**config.mk**
```make
export PLATFORM = sky130hd
export DESIGN_NAME = decimal_counter_led_frame_writer_unit
export DESIGN_NICKNAME = d
export VERILOG_FILES = /design/src/hw/rtl/dclfw_pkg.sv /design/src/hw/rtl/dclfw_front.sv /design/src/hw/rtl/dclfw_queue.sv /design/src/hw/rtl/dclfw_back.sv /design/src/hw/rtl/decimal_counter_led_frame_writer_unit.sv
export SDC_FILE = /design/constraint.sdc
export NUM_CORES = 1
export LEC_CHECK = 0
export BUFFER_PORTS_ARGS = -buffer_cell sky130_fd_sc_hd__buf_4
export CORE_UTILIZATION = 40
export CTS_CLUSTER_SIZE = 25
export DETAILED_ROUTE_END_ITERATION = 6
export PLACE_DENSITY = 0.65
export SLEW_MARGIN = 0
export SYNTH_ARGS = -nofsm -noshare
export SYNTH_HDL_FRONTEND = slang
export SYNTH_SLANG_ARGS = --single-unit
```
**constraint.sdc**
```tcl
create_clock -name clk -period 10.3 [get_ports clk]
set_input_delay 2.06 -clock clk [delete_from_list [all_inputs] [get_ports clk]]
set_output_delay 2.06 -clock clk [all_outputs]
set_load 0.005 [all_outputs]
```
**src/hw/rtl/dclfw_pkg.sv**
```systemverilog
package dclfw_pkg;

  localparam int DIGITS      = 5;
  localparam int CELL_W      = 6;
  localparam int GLYPH_W     = 5;
  localparam int ROWS        = 8;
  localparam int MODULES     = 4;
  localparam int IND_COL     = 31;
  localparam int RADIX       = 10;
  localparam int VALUE_SPAN  = 100000;
  localparam int RECIP       = 6553;
  localparam int RECIP_SHIFT = 16;
  localparam int QDEPTH      = 2;

  typedef struct packed {
    logic [16:0] value;
    logic [2:0]  indicator_row;
  } request_t;

  typedef struct packed {
    logic [11:0] word;
    logic [1:0]  module_index;
    logic        end_of_row;
    logic        last;
  } result_t;

  typedef struct packed {
    logic [DIGITS-1:0][3:0] digits;
    logic [2:0]             indicator_row;
  } frame_t;

  typedef struct packed {
    logic full;
    logic empty;
  } q_status_t;

  function automatic logic [GLYPH_W-1:0] glyph_row(input logic [3:0] digit,
                                                   input logic [2:0] row);
    logic [ROWS-1:0][GLYPH_W-1:0] rows;
    case (digit)
      4'd0: rows = {5'h0E, 5'h11, 5'h11, 5'h11, 5'h11, 5'h11, 5'h11, 5'h0E};
      4'd1: rows = {5'h0E, 5'h04, 5'h04, 5'h04, 5'h04, 5'h04, 5'h06, 5'h04};
      4'd2: rows = {5'h1F, 5'h01, 5'h02, 5'h04, 5'h08, 5'h10, 5'h11, 5'h0E};
      4'd3: rows = {5'h0E, 5'h11, 5'h10, 5'h10, 5'h0C, 5'h10, 5'h11, 5'h0E};
      4'd4: rows = {5'h08, 5'h08, 5'h08, 5'h1F, 5'h09, 5'h0A, 5'h0C, 5'h08};
      4'd5: rows = {5'h0E, 5'h11, 5'h10, 5'h10, 5'h0F, 5'h01, 5'h01, 5'h1F};
      4'd6: rows = {5'h0E, 5'h11, 5'h11, 5'h11, 5'h0F, 5'h01, 5'h02, 5'h0C};
      4'd7: rows = {5'h02, 5'h02, 5'h04, 5'h04, 5'h08, 5'h08, 5'h10, 5'h1F};
      4'd8: rows = {5'h0E, 5'h11, 5'h11, 5'h11, 5'h0E, 5'h11, 5'h11, 5'h0E};
      4'd9: rows = {5'h06, 5'h08, 5'h10, 5'h1E, 5'h11, 5'h11, 5'h11, 5'h0E};
      default: rows = '0;
    endcase
    return rows[row];
  endfunction

endpackage

```
**src/hw/rtl/dclfw_front.sv**
```systemverilog
module dclfw_front (
  input  logic                clk,
  input  logic                rst,
  input  logic                start,
  output logic                busy,
  input  dclfw_pkg::request_t request,
  input  dclfw_pkg::q_status_t q_status,
  output logic                push,
  output dclfw_pkg::frame_t   push_data
);

  localparam logic [1:0] ST_IDLE  = 2'd0;
  localparam logic [1:0] ST_SPLIT = 2'd1;
  localparam logic [1:0] ST_PUSH  = 2'd2;

  localparam logic [2:0] LAST_DIGIT = 3'(dclfw_pkg::DIGITS - 1);

  logic [1:0]        state;
  logic [2:0]        cnt;
  logic [16:0]       x;
  dclfw_pkg::frame_t frame;

  logic [29:0] prod;
  logic [13:0] q0;
  logic [16:0] r0;
  logic [13:0] q;
  logic [3:0]  r;
  logic [16:0] reduced;

  always_comb begin
    reduced = (request.value >= 17'(dclfw_pkg::VALUE_SPAN)) ?
              request.value - 17'(dclfw_pkg::VALUE_SPAN) : request.value;
    prod = 30'(x) * 30'(dclfw_pkg::RECIP);
    q0   = 14'(prod >> dclfw_pkg::RECIP_SHIFT);
    r0   = x - 17'({q0, 3'b000}) - 17'({q0, 1'b0});
    if (r0 >= 17'(dclfw_pkg::RADIX)) begin
      q = q0 + 14'd1;
      r = 4'(r0 - 17'(dclfw_pkg::RADIX));
    end else begin
      q = q0;
      r = r0[3:0];
    end
  end

  always_ff @(posedge clk) begin
    if (rst) begin
      state <= ST_IDLE;
      cnt   <= '0;
    end else begin
      case (state)
        ST_IDLE: begin
          if (start) begin
            state <= ST_SPLIT;
            cnt   <= '0;
          end
        end
        ST_SPLIT: begin
          cnt <= cnt + 3'd1;
          if (cnt == LAST_DIGIT) state <= ST_PUSH;
        end
        ST_PUSH: begin
          if (!q_status.full) state <= ST_IDLE;
        end
        default: state <= ST_IDLE;
      endcase
    end
  end

  always_ff @(posedge clk) begin
    if (state == ST_IDLE && start) begin
      x                   <= reduced;
      frame.indicator_row <= request.indicator_row;
    end else if (state == ST_SPLIT) begin
      x                 <= 17'(q);
      frame.digits[cnt] <= r;
    end
  end

  assign busy      = (state != ST_IDLE);
  assign push      = (state == ST_PUSH) && !q_status.full;
  assign push_data = frame;

endmodule

```
**src/hw/rtl/dclfw_queue.sv**
```systemverilog
module dclfw_queue (
  input  logic                 clk,
  input  logic                 rst,
  input  logic                 push,
  input  dclfw_pkg::frame_t    push_data,
  input  logic                 pop,
  output dclfw_pkg::frame_t    head,
  output dclfw_pkg::q_status_t q_status
);

  dclfw_pkg::frame_t mem [dclfw_pkg::QDEPTH];
  logic              wr_ptr;
  logic              rd_ptr;
  logic [1:0]        count;

  always_ff @(posedge clk) begin
    if (rst) begin
      wr_ptr <= 1'b0;
      rd_ptr <= 1'b0;
      count  <= '0;
    end else begin
      if (push) wr_ptr <= ~wr_ptr;
      if (pop)  rd_ptr <= ~rd_ptr;
      case ({push, pop})
        2'b10:   count <= count + 2'd1;
        2'b01:   count <= count - 2'd1;
        default: count <= count;
      endcase
    end
  end

  always_ff @(posedge clk) begin
    if (push) mem[wr_ptr] <= push_data;
  end

  assign head           = mem[rd_ptr];
  assign q_status.full  = (count == 2'(dclfw_pkg::QDEPTH));
  assign q_status.empty = (count == 2'd0);

  assert property (@(posedge clk) disable iff (rst) push |-> !q_status.full)
    else $error("push into full queue");
  assert property (@(posedge clk) disable iff (rst) pop |-> !q_status.empty)
    else $error("pop from empty queue");

endmodule

```
**src/hw/rtl/dclfw_back.sv**
```systemverilog
module dclfw_back (
  input  logic                 clk,
  input  logic                 rst,
  input  dclfw_pkg::frame_t    head,
  input  dclfw_pkg::q_status_t q_status,
  output logic                 pop,
  output logic                 strobe,
  output dclfw_pkg::result_t   result
);

  logic              active;
  logic [4:0]        cnt;
  dclfw_pkg::frame_t cur;

  logic [2:0]  row;
  logic [1:0]  m;
  logic [31:0] line;
  logic [7:0]  pix;
  dclfw_pkg::result_t res_next;

  assign pop = !q_status.empty && (!active || cnt == 5'd31);

  always_comb begin
    row  = cnt[4:2];
    m    = ~cnt[1:0];
    line = '0;
    for (int p = 0; p < dclfw_pkg::DIGITS; p++) begin
      line[dclfw_pkg::CELL_W*p +: dclfw_pkg::GLYPH_W] =
        dclfw_pkg::glyph_row(cur.digits[dclfw_pkg::DIGITS-1-p], row);
    end
    line[dclfw_pkg::IND_COL] = (row == cur.indicator_row);
    pix = line[8*m +: 8];
    res_next.word         = {4'(4'(dclfw_pkg::ROWS) - {1'b0, row}), pix};
    res_next.module_index = m;
    res_next.end_of_row   = (m == 2'd0);
    res_next.last         = (m == 2'd0) && (row == 3'(dclfw_pkg::ROWS - 1));
  end

  always_ff @(posedge clk) begin
    if (rst) begin
      active <= 1'b0;
      cnt    <= '0;
      strobe <= 1'b0;
    end else begin
      strobe <= active;
      if (pop) begin
        active <= 1'b1;
        cnt    <= '0;
      end else if (active) begin
        cnt <= cnt + 5'd1;
        if (cnt == 5'd31) active <= 1'b0;
      end
    end
  end

  always_ff @(posedge clk) begin
    if (pop) cur <= head;
    result <= res_next;
  end

  assert property (@(posedge clk) disable iff (rst)
    strobe && result.last |-> result.end_of_row && result.module_index == 2'd0)
    else $error("frame end off row end");
  assert property (@(posedge clk) disable iff (rst)
    strobe && !result.last |=> strobe)
    else $error("gap inside a frame");
  assert property (@(posedge clk) disable iff (rst)
    strobe && !result.end_of_row |=>
      strobe && result.module_index == $past(result.module_index) - 2'd1)
    else $error("module order broken");

endmodule

```
**src/hw/rtl/decimal_counter_led_frame_writer_unit.sv**
```systemverilog
// Channel  Ports                  Handshake
// request  start, busy, request   taken when start && !busy
// result   strobe, result         one word per cycle while strobe is high
//
// Each request yields 32 words, one per cycle; the back end's word counter paces
// the requests, and frames follow back to back while the queue holds the next.
// The front end splits the value into digits in its split state, then pushes the
// frame from its push state, holding there while the queue is full; a 2-entry queue
// lets it take the next request while the back end emits the current frame.
// With the back end idle, the first word reaches the result ports after the split
// and push states, the queue write, the back end's pop and its output register.
// Reset (rst, synchronous) empties the queue and idles both ends.
// The receiver cannot stall; busy only reflects the front end and a full queue.
module decimal_counter_led_frame_writer_unit (
  input  logic                clk,
  input  logic                rst,
  input  logic                start,
  output logic                busy,
  input  dclfw_pkg::request_t request,
  output logic                strobe,
  output dclfw_pkg::result_t  result
);

  dclfw_pkg::q_status_t q_status;
  dclfw_pkg::frame_t    push_data;
  dclfw_pkg::frame_t    head;
  logic                 push;
  logic                 pop;

  dclfw_front u_front (
    .clk       (clk),
    .rst       (rst),
    .start     (start),
    .busy      (busy),
    .request   (request),
    .q_status  (q_status),
    .push      (push),
    .push_data (push_data)
  );

  dclfw_queue u_queue (
    .clk       (clk),
    .rst       (rst),
    .push      (push),
    .push_data (push_data),
    .pop       (pop),
    .head      (head),
    .q_status  (q_status)
  );

  dclfw_back u_back (
    .clk      (clk),
    .rst      (rst),
    .head     (head),
    .q_status (q_status),
    .pop      (pop),
    .strobe   (strobe),
    .result   (result)
  );

endmodule

```
==> results.md, run 1 <==
- The flow ran to the end, and the final reports show no timing, DRC or antenna violations.
- The met1 global-route usage is 0.269.
- The post-synthesis cell count is ~1600.
- At the pin with the least slew margin, the transition time is about 1.1 ns.
- The largest area contributor in the netlist is sky130_fd_sc_hd__edfxtp_1.
- The horizontal die dimension is around 190 microns.
- The final net count is ~1800.
- The critical register-to-register path startpoint is u_front.x[6]$_DFFE_PP_.
- Detailed placement ended at an HPWL of roughly 26000 microns.
- Measured against its own limit, the worst slew margin works out to 0.262.
- During synthesis, Yosys emitted a total of 0 warnings.
- The total CTS buffers is 17.
- The TritonCTS clock tree is built.
- The area share of the largest cell type after synthesis is 0.233.
- The routed design has ~35000 microns of wire.
- For met2 alone, demand over resource in global routing was 0.327.
- The area enclosed by the die boundary is about 0.036 sq mm.
- Entering global routing, the biggest net connects between 60 and 70 pins.
- At the end of routability-driven placement, the weighted congestion stood at between 0.9 and 1.
- The initial antenna violation count is 0.
- The sequential-to-total area share from yosys stat is 0.279.
- The root buffer cell chosen for the clock tree is sky130_fd_sc_hd__clkbuf_16.
- Dividing the detail-routed wire length by the instance count gives 17.2 microns.
- By count the netlist is led by sky130_fd_sc_hd__inv_1 (192), sky130_fd_sc_hd__ha_1 (174), sky130_fd_sc_hd__a21oi_1 (137), sky130_fd_sc_hd__nor2_1 (110), sky130_fd_sc_hd__edfxtp_1 (109).
- The critical path ends at u_front.x[10]$_DFFE_PP_.
- The sum of buffers and inverters on the critical path is 4.
- The post-route setup TNS is 0 ns.
- The achievable clock frequency is about 110 MHz.
- The max-slew violation count is 0.
- The max capacitance violation total is 0.
- The worst hold path begins at u_front.push_data[0]$_DFFE_PP_.
- Fill cells in the final layout number 3376.
- Clock latency on the worst-skew pair, taken at its later pin, is 0.43 ns.
- Before antenna repair, the detailed router went through 6 iterations.
- The relative area change from synthesis to final layout is 8.78%.
- The count of nets left with antenna violations once routing finished came out at 0.
- The async set-reset flop share out of synthesis is 0.
- The overall die height is 189 microns.
- In this design, the stage delay of the slowest critical-path cell is between 0.6 and 0.7 ns.
- The total of buffers placed on input and output ports is 40.
- The number of clock sinks is roughly 140.
- The via count of the first global-routing pass is 10900.
- Counting stages on the worst path, the most repeated cell is sky130_fd_sc_hd__fa_1.
- Ranked by total cell area, the synthesized netlist is headed by sky130_fd_sc_hd__edfxtp_1 (23%), sky130_fd_sc_hd__ha_1 (16%), sky130_fd_sc_hd__fa_1 (9.0%).
- In the final layout, the share of cells above drive strength 1 is 0.0842.
- For the finished layout, the period the worst path requires is roughly 8.9 ns.
- In this run the worst setup path begins at u_front.x[6]$_DFFE_PP_.
- Of all nets on the critical path, the largest fanout is 10.
- The routed layout has 11500 vias.
- The first global-routing pass estimated 57000 microns of wire.
- The most used routing layer in global routing is met2.
- The required time at the endpoint of the critical path is roughly 10 ns.
- After global routing the overflow that remains totals 0.
- The number of hold violations in the final report is 0.
- 41 I/O pins were placed.
- The netlist area before placement is around 0.014 sq mm.
- After detailed routing, the number of remaining DRC violations is 0.
- The H-tree level count is 4.
- The number of different library cells used by synthesis comes to 75.
- After floorplanning, the core was divided into between 60 and 70 placement rows.
- The setup slack on the worst flop-to-flop path is 1.37 ns.
- The cell with the most instances after synthesis is sky130_fd_sc_hd__inv_1.
- The endpoint arrival time on the critical path is ~9.1 ns.
- Setup repair after global routing left no endpoint under its margin.
- The number of vias per cell is between 5 and 6.
- The final-report setup violation count is 0.
- The endpoint identified for the worst register-to-register timing path is u_front.x[10]$_DFFE_PP_.
- The repair_antennas step left the layout with diodes totalling 0.
- The kind of start point of the critical path is a flop.
- The per-instance average area after synthesis is a little under 9 sq um.
- Among all flip-flop cells after synthesis, the most frequent one is sky130_fd_sc_hd__edfxtp_1.
- The logic depth of the worst path, buffers included is 27.
- The total nets after synthesis is 1827.
- The number of synthesized register bits is roughly 140.
- The deepest clock path buffer count is 2.
- The number of cells on the worst reg-to-reg path is 27.
- The met3 capacity usage during global routing is 0.0265.
- The cell type group with the largest total delay on the critical path is adder cells.
- The class of the tightest hold or removal check is flop to flop.
- Gates resized during post-CTS repair numbered 0.
- Across every metal layer, demand over resource in global routing totals 0.198.
- The share of the clock period used by the worst path after layout is 0.867.
- The count of flip-flops with a built-in enable after synthesis is 109.
- The clock-pin slew on the worst setup and hold paths is 0.07 ns.
- After the first detailed-routing iteration, the DRC count stood at between 900 and 1000.
- By startpoint and endpoint, the worst setup path is classified as flop to flop.
- The library cell contributing the largest single delay on the critical path is sky130_fd_sc_hd__nor4_2.
- Hold repair after CTS inserted 0 buffers.
- The kind of capture point of the worst setup path is a flop.
- The initial utilization of the core area, before any placement, comes to 0.406.
- The placeable core region is roughly 0.035 sq mm.
- After clock tree synthesis, the setup repair step added 0 buffers.
- Across the routed clock network, the largest skew measured is 0.00936 ns.
[per-layer routing]
| metal | wire [microns] | part of all wire |
|---|---|---|
| met5 | 0 | 0 |
| met2 | 16200 | 0.47 |
| met1 | 15900 | 0.46 |
| met4 | 753 | 0.022 |
| met3 | 1930 | 0.056 |
[how the worst min path moves through the flow]
stage          depth (start not counted)                      endpoint  slack (ns)
2_1_floorplan                          0     u_back.result[12]$_DFF_P_        0.35
3_5_place_dp                           0  u_queue.mem[1][22]$_DFFE_PP_        0.43
3_3_place_gp                           0   u_queue.mem[0][0]$_DFFE_PP_        0.42
4_1_cts                                0  u_queue.mem[0][22]$_DFFE_PP_        0.44
5_1_grt                                0  u_queue.mem[0][22]$_DFFE_PP_        0.45
6_report                               0   u_queue.mem[0][0]$_DFFE_PP_        0.44
[sequential cells by signal, indices dropped and copies added (netlist names)]
signal	cells
u_queue.rd_ptr	1
u_front.x	17
u_back.result	16
u_back.cur	23
u_back.active	1
u_back.strobe	1
u_queue.mem	46
u_front.cnt	3
u_queue.wr_ptr	1
u_back.cnt	5
u_queue.count	2
u_front.state	2
u_front.push_data	23
[layout make-up]
| cell class | count | area, sq um | share of cell area |
|---|---|---|---|
| Tap cell | 455 | 569 | 0.0373 |
| Sequential cell | 141 | 3920 | 0.257 |
| Timing Repair Buffer | 48 | 360 | 0.0236 |
| Inverter | 192 | 721 | 0.0473 |
| Multi-Input combinational cell | 1155 | 9080 | 0.596 |
| Clock buffer | 17 | 425 | 0.0279 |
| Clock inverter | 15 | 175 | 0.0115 |
[cells by family after synthesis]
group	after synthesis	share of synthesized area
AOI/OAI and AO/OA	434	0.196
xor gates and xnor gates	64	0.0405
adders and majority gates	237	0.245
buffers and inverters	271	0.0738
DFF	141	0.279
muxes	49	0.0393
and+or+nand+nor	371	0.126
[stage by stage]
stage          hold slack [ns]  utilization  std cells  setup slack, ns  area (sq um)
2_1_floorplan            0.354            -       1567             2.54         14000
5_1_grt                  0.448        0.442       2023            0.817         15300
4_1_cts                  0.444        0.442       2023             1.44         15300
3_5_place_dp             0.430        0.424       1991             1.46         14700
6_report                 0.442        0.442       2023             1.37         15300
3_3_place_gp             0.423        0.424       1991             1.65         14700
[placed cells by master, fill, tap and decap left out, types with 5 or more instances in the layout]
master	n
sky130_fd_sc_hd__o21a_1	8
sky130_fd_sc_hd__a211o_1	6
sky130_fd_sc_hd__o311ai_0	6
sky130_fd_sc_hd__a211oi_1	20
sky130_fd_sc_hd__and3_1	7
sky130_fd_sc_hd__nor2_1	108
sky130_fd_sc_hd__o221ai_1	6
sky130_fd_sc_hd__o21bai_1	10
sky130_fd_sc_hd__and2_1	6
sky130_fd_sc_hd__o31ai_1	8
sky130_fd_sc_hd__buf_4	48
sky130_fd_sc_hd__mux2i_1	19
sky130_fd_sc_hd__a21o_1	25
sky130_fd_sc_hd__fa_1	63
sky130_fd_sc_hd__nand3_1	33
sky130_fd_sc_hd__a21oi_1	137
sky130_fd_sc_hd__inv_1	192
sky130_fd_sc_hd__a311oi_1	12
sky130_fd_sc_hd__nand4_1	16
sky130_fd_sc_hd__edfxtp_1	109
sky130_fd_sc_hd__nand2_1	95
sky130_fd_sc_hd__a31oi_1	23
sky130_fd_sc_hd__a31o_2	5
sky130_fd_sc_hd__a22oi_1	10
sky130_fd_sc_hd__o211ai_1	15
sky130_fd_sc_hd__nand2b_1	18
sky130_fd_sc_hd__nor2b_1	25
sky130_fd_sc_hd__clkbuf_16	17
sky130_fd_sc_hd__nor4_1	13
sky130_fd_sc_hd__xnor2_1	36
sky130_fd_sc_hd__ha_1	174
sky130_fd_sc_hd__or4_1	7
sky130_fd_sc_hd__o21ai_0	97
sky130_fd_sc_hd__o22ai_1	6
sky130_fd_sc_hd__or3_1	7
sky130_fd_sc_hd__nor3_1	19
sky130_fd_sc_hd__xor2_1	27
sky130_fd_sc_hd__dfxtp_1	29
sky130_fd_sc_hd__mux2_2	28
sky130_fd_sc_hd__inv_6	5
Power of run 1 is not shown: default switching activity piles up to over one toggle a cycle in this logic, so the estimate is an artifact.
==> inputs of run 2 (changes only) <==
Settings changed: PLACE_DENSITY 0.65 to 0.67.
Clock period 10.3 ns to 7.85 ns, I/O delays scaled along.
==> results.md, run 2 (synthesis results as in run 1) <==
- In this run the critical register-to-register path is launched from u_front.x[11]$_DFFE_PP_.
- Across every metal layer, demand over resource in global routing totals 0.200.
- Wires add up to approximately 36000 microns.
- The startpoint identified for the worst hold timing path is u_front.push_data[14]$_DFFE_PP_.
- After clock tree synthesis, the flow added hold-fix buffers numbering 0.
- The number of vias per cell is about 5.6.
- The least setup slack across all paths after layout is -0.00915 ns.
- The slowest stage of the critical path is the sky130_fd_sc_hd__edfxtp_1 cell.
- The kind of start point of the critical path is a flop.
- The flip-flop count of the largest register, all copies and words added is 46.
- The placer congestion estimate is ~0.95.
- The achievable clock frequency is between 100 and 150 MHz.
- Counting the fill cells in the layout gives 3203.
- Data arrives at the worst endpoint at between 8 and 9 ns.
- The number of top-level pins is about 40.
- Of all nets on the critical path, the largest fanout is 7.
- At the later pin of the worst-skew pair, clock insertion delay measures roughly 0.43 ns.
- The number of clock sinks is approximately 140.
- Summing all flip-flop and latch instances after layout gives roughly 0.0039 sq mm.
- The die is 189 microns tall.
- The largest single stage delay on the critical path is roughly 0.56 ns.
- The first detailed-routing pass ran for 5 iterations.
- The pin count of the biggest net entering global routing is 82.
- The deepest clock path buffer count is 2.
- The cell count of the worst reg-to-reg path is 31.
- The clock-pin slew on the worst setup and hold paths is roughly 0.07 ns.
- The initial antenna violation count is 0.
- Across all layers, the routed design uses approximately 12000 vias.
- The remaining antenna violation count is 0.
- The mean routed wirelength per cell is about 17 microns.
- At the pin with the least slew margin, the transition time is ~1.1 ns.
- The final-report setup violation count is 1.
- The die is around 190 microns wide.
- The type of the worst setup path is flop to flop.
- The H-tree level count is 4.
- The count of antenna diodes in the layout is 0.
- For flop-to-flop paths, the worst setup slack is -0.009 ns.
- The top cell types in the final layout, fill and taps aside, are sky130_fd_sc_hd__inv_1 (182), sky130_fd_sc_hd__ha_1 (140), sky130_fd_sc_hd__buf_4 (138).
- In the routed design, unresolved DRC markers number 0.
- Setup repair after global routing could not meet its margin everywhere.
- For the worst setup path, the data required time is between 8 and 9 ns.
- In this run the clock root is driven by a sky130_fd_sc_hd__clkbuf_16.
- Ranked by flip-flop count, first place goes to u_queue.mem.
- The most prevalent standard cell on the critical path is sky130_fd_sc_hd__fa_1.
- Clock tree synthesis inserted a total of 17 buffers.
- The clock skew after layout is just under 0.01 ns.
- Summed over all layers, the global routing overflow is 0.
- The relative area change from synthesis to final layout is 19.1%.
- The share of the clock period used by the worst path after layout is 1.00.
- The first global-routing pass estimated approximately 57000 microns of wire.
- The path with the worst hold slack has its endpoint at u_queue.mem[1][14]$_DFFE_PP_.
- The endpoint of the worst register-to-register path is u_front.x[11]$_DFFE_PP_.
- Measured on the finished design, the core utilization comes to 0.483.
- The run finished, with violations left.
- The tightest min-delay check is of the flop to flop type.
- In the final layout, the share of cells above drive strength 1 is 0.190.
- The via count of the first global-routing pass is 11100.
- The most common library cell in the layout ignoring fill and taps is sky130_fd_sc_hd__inv_1.
- The HPWL after detailed placement is 26700 microns.
- TritonCTS built the clock tree.
- The initial utilization of the core area, before any placement, comes to 0.406.
- Tracing the worst setup path back leads to its startpoint at u_front.x[11]$_DFFE_PP_.
- The number of hold violations in the final report is 0.
- The total of buffers placed on input and output ports is 40.
- In the final layout, the multi-input gates occupy 0.00974 sq mm.
- The final period demand of the worst path is 7.86 ns.
- The floorplan has roughly 70 rows.
- The count of routing violations after the opening detailed-route iteration is 876.
- Along the worst hold path, the cell count comes to 0.
- The max-slew violation count was 0.
- At the end of the flow, the number of nets in the layout was approximately 1900.
- The die covers around 0.036 sq mm.
- The tool flagged a number of max-cap violations equal to 0.
- The kind of capture point of the worst setup path is a flop.
- The placeable core region is 0.0345 sq mm.
- The worst max-slew margin expressed relative to the limit is 0.259.
- The final reports fail on negative setup slack.
[run 2: changes by cell type in the layout (fill, tap and decap cells not counted), moves of 7 or more]
cell,delta
sky130_fd_sc_hd__buf_4,+90
sky130_fd_sc_hd__ha_4,+27
sky130_fd_sc_hd__buf_6,+7
sky130_fd_sc_hd__ha_1,-34
sky130_fd_sc_hd__inv_2,+9
sky130_fd_sc_hd__inv_1,-10
sky130_fd_sc_hd__a21oi_1,-12
sky130_fd_sc_hd__a21oi_2,+9
sky130_fd_sc_hd__ha_2,+7
[run 2: worst max path at each step]
stage                                      to  slack (ns)  cells past startpoint
2_1_floorplan          u_front.x[8]$_DFFE_PP_        0.09                     31
3_3_place_gp   u_front.push_data[5]$_DFFE_PP_       -0.05                     28
3_5_place_dp   u_front.push_data[4]$_DFFE_PP_       -0.16                     27
4_1_cts               u_front.x[10]$_DFFE_PP_       0.003                     32
5_1_grt               u_front.x[11]$_DFFE_PP_       -0.33                     31
6_report              u_front.x[11]$_DFFE_PP_      -0.009                     31
[run 2: what timing repair did]
action | in CTS | in global routing
buffers inserted | 1 | 33
gates resized for setup | 19 | 101
endpoints found under the setup margin | 21 | 29
pin swaps | 6 | 58
cloned | 0 | 1
[run 2: per-layer routing]
metal,GRT usage,routed length [microns]
met5,0,0
met1,0.279,16500
met2,0.321,17100
met3,0.0263,2090
met4,0.0596,776
[run 2: final cells by class]
class                      count  share of cell area
clock inverter                14             0.00952
tap                          455              0.0341
sequential                   141               0.235
inverter                     192              0.0433
clock buffer                  18              0.0257
multi-input combinational   1155               0.583
timing repair buffer         147              0.0695
[run 2: stage by stage]
stage | hold WS, ns | cells | area (sq um) | TNS, ns | setup slack (ns)
finish | 0.444 | 2122 | 16700 | -0.00915 | -0.00915
global route | 0.452 | 2122 | 16700 | -5.99 | -0.333
global placement | 0.423 | 2055 | 15100 | -0.381 | -0.0465
CTS | 0.442 | 2088 | 15800 | 0 | 0.00328
detailed placement | 0.430 | 2055 | 15100 | -2.07 | -0.161
floorplan | 0.354 | 1567 | 14000 | 0 | 0.0886
[run 2: worst max-delay path: cells and delay by family (launching register included)]
family,cells,cell delay [ns]
adders and majority gates,7,2.89
xor gates and xnor gates,1,0.17
AOI/OAI and AO/OA,11,2.23
DFF,1,0.56
buffers and inverters,8,0.83
and+or+nand+nor,4,1.00
Power of run 2 is left out for the same reason.
==> inputs of run 3 (changes only) <==
Settings changed: REMOVE_ABC_BUFFERS set to 1.
==> results.md, run 3 (synthesis results as in run 1) <==
- The run finished, with violations left.
- The final reports fail on negative setup slack.
- The horizontal die dimension is around 190 microns.
- The placeable core region is approximately 0.035 sq mm.
- The worst hold path belongs to the class flop to flop.
- At the pin with the least slew margin, the transition time is roughly 1.2 ns.
- Measured along the y axis, the die boundary spans ~190 microns.
- Before antenna repair, the detailed router went through 6 iterations.
- The max capacitance violation total is 0.
- The area enclosed by the die boundary is approximately 0.036 sq mm.
- The met1 global-route usage is 0.280.
- The utilization after layout is 0.492.
- The routed layout has 12000 vias.
- The max-slew violation count was 0.
- The filler cells instantiated in the layout total 3124.
- met2 is the most crowded layer.
- Dividing the detail-routed via count by the number of cells gives ~5.6.
- The first global-routing pass estimated 59300 microns of wire.
- The count of antenna diodes in the layout is 0.
- Of the cells placed in the final design, the portion with a size suffix greater than 1 is 0.211.
- Setup violations remaining at the end of the flow were counted as 5.
- The count of routing violations after the opening detailed-route iteration is 916.
- The detailed-route DRC error count is 0.
- The number of hold violations in the final report is 0.
- The clock latency on the worst-skew pair is around 0.42 ns.
- The critical path is of the flop to flop type.
- The final net count is between 1500 and 2000.
- The kind of capture point of the worst setup path is a flop.
- The number of clock sinks is around 140.
- The cell type group with the largest total delay on the critical path is adder cells.
- For this run, the slowest stage of the critical path takes 0.60 ns.
- For this configuration, the core starts out at a cell density of 0.406.
- The final period demand of the worst path is 7.90 ns.
- In the layout the commonest cells are sky130_fd_sc_hd__inv_1 (180), sky130_fd_sc_hd__buf_4 (144), sky130_fd_sc_hd__ha_1 (137).
- The placement row count is 68.
- TritonCTS built the clock tree.
- The most prevalent standard cell on the critical path is sky130_fd_sc_hd__fa_1.
- The library cell contributing the largest single delay on the critical path is sky130_fd_sc_hd__or4_4.
- The clock tree synthesis step divided the H-tree into 4 levels.
- Compared with the post-synthesis result, the final layout area differs by 21.3%.
- In the global route stage, met3 resource usage came out at 0.0254.
- Buffers placed on the I/O ports in this run total 40.
- The register containing the most flip-flops in the final layout is u_queue.mem.
- Wires add up to about 38000 microns.
- The most common library cell in the layout ignoring fill and taps is sky130_fd_sc_hd__inv_1.
- TritonCTS created 17 clock buffers.
- The critical-path maximum fanout is 7.
- For this run, global-route usage on met2 was measured as 0.338.
- The least setup slack across all paths after layout is -0.0548 ns.
- The flip-flop count of the largest register, all copies and words added is 46.
- Clock-pin slew was measured on the worst setup and hold paths at ~0.06 ns.
- The via count of the first global-routing pass is ~12000.
- The total overflow left after global routing is 0.
- For the worst setup path, the data required time is a little over 8 ns.
- The sum of buffers and inverters on the critical path is 5.
- The deepest clock path buffer count is 2.
- The worst max-slew margin expressed relative to the limit is 0.230.
- The cell chosen for the clock root is sky130_fd_sc_hd__clkbuf_16.
- The initial antenna violation count is 0.
- The HPWL after detailed placement is approximately 27000 microns.
- Pin placement for this block handled a little over 40 I/O pins.
- Entering global routing, the biggest net connects about 70 pins.
- The kind of start point of the critical path is a flop.
- Dividing the detail-routed wire length by the instance count gives between 15 and 20 microns.
- The achievable clock frequency is between 100 and 150 MHz.
- The share of the clock period used by the worst path after layout is 1.01.
- Setup repair after global routing could not meet its margin everywhere.
- The placer congestion estimate is 0.908.
- The total track usage is 0.206.
- The endpoint arrival time on the critical path is a little over 8 ns.
- The remaining antenna violation count is 0.
- Across the routed clock network, the largest skew measured is around 0.014 ns.
[run 3: repair_timing]
item | in CTS | in global routing
setup buffers | 8 | 31
gates resized for setup | 36 | 124
pin swaps | 10 | 86
setup endpoints to repair | 29 | 29
hold buffers | 0 | 0
cloned | 0 | 2
[run 3: path summary, 6_finish.rpt]
check,slack (ns),to,cells after the start,start
worst max-delay path,-0.05,u_front.x[5]$_DFFE_PP_,28,u_front.x[9]$_DFFE_PP_
worst min-delay path,0.45,u_queue.mem[1][15]$_DFFE_PP_,0,u_front.push_data[15]$_DFFE_PP_
worst max register to register,-0.05,u_front.x[5]$_DFFE_PP_,28,u_front.x[9]$_DFFE_PP_
worst min register to register,0.45,u_queue.mem[1][15]$_DFFE_PP_,0,u_front.push_data[15]$_DFFE_PP_
[run 3: worst reg2reg max path, delay by kind of cell, from the launching register on]
| kind | cells | cell delay, ns |
|---|---|---|
| buffers and inverters | 5 | 0.42 |
| adders and majority gates | 8 | 3.38 |
| and+or+nand+nor | 2 | 0.87 |
| AOI/OAI and AO/OA | 12 | 2.32 |
| xor gates and xnor gates | 1 | 0.25 |
| DFF | 1 | 0.51 |
[run 3: area by class of cell]
type	instances	area, sq um	share of cell area
Sequential cell	141	3920	0.230
Multi-Input combinational cell	1155	9970	0.586
Timing Repair Buffer	158	1260	0.0744
Clock inverter	11	108	0.00633
Inverter	192	721	0.0424
Clock buffer	21	460	0.0271
Tap cell	455	569	0.0335
[run 3: routing by layer]
metal  up-vias  wire length (microns)  share of wire
met1      5753                  17000           0.45
met3        69                   2060          0.054
met5         -                      0              0
met2       460                  18300           0.48
li1       5762                      -              -
met4         0                    842          0.022
[run 3: metrics by stage]
stage	setup WS, ns	instance area [sq um]	hold slack, ns	std cells	setup TNS (ns)
floorplan	-0.541	13700	0.421	1488	-8.62
global placement	-0.0279	15200	0.422	2060	-0.160
detailed placement	-0.221	15200	0.433	2060	-3.99
CTS	0.00616	16000	0.447	2100	0
global route	-0.330	17000	0.459	2133	-5.81
finish	-0.0548	17000	0.446	2133	-0.127
Power of run 3 is left out for the same reason.
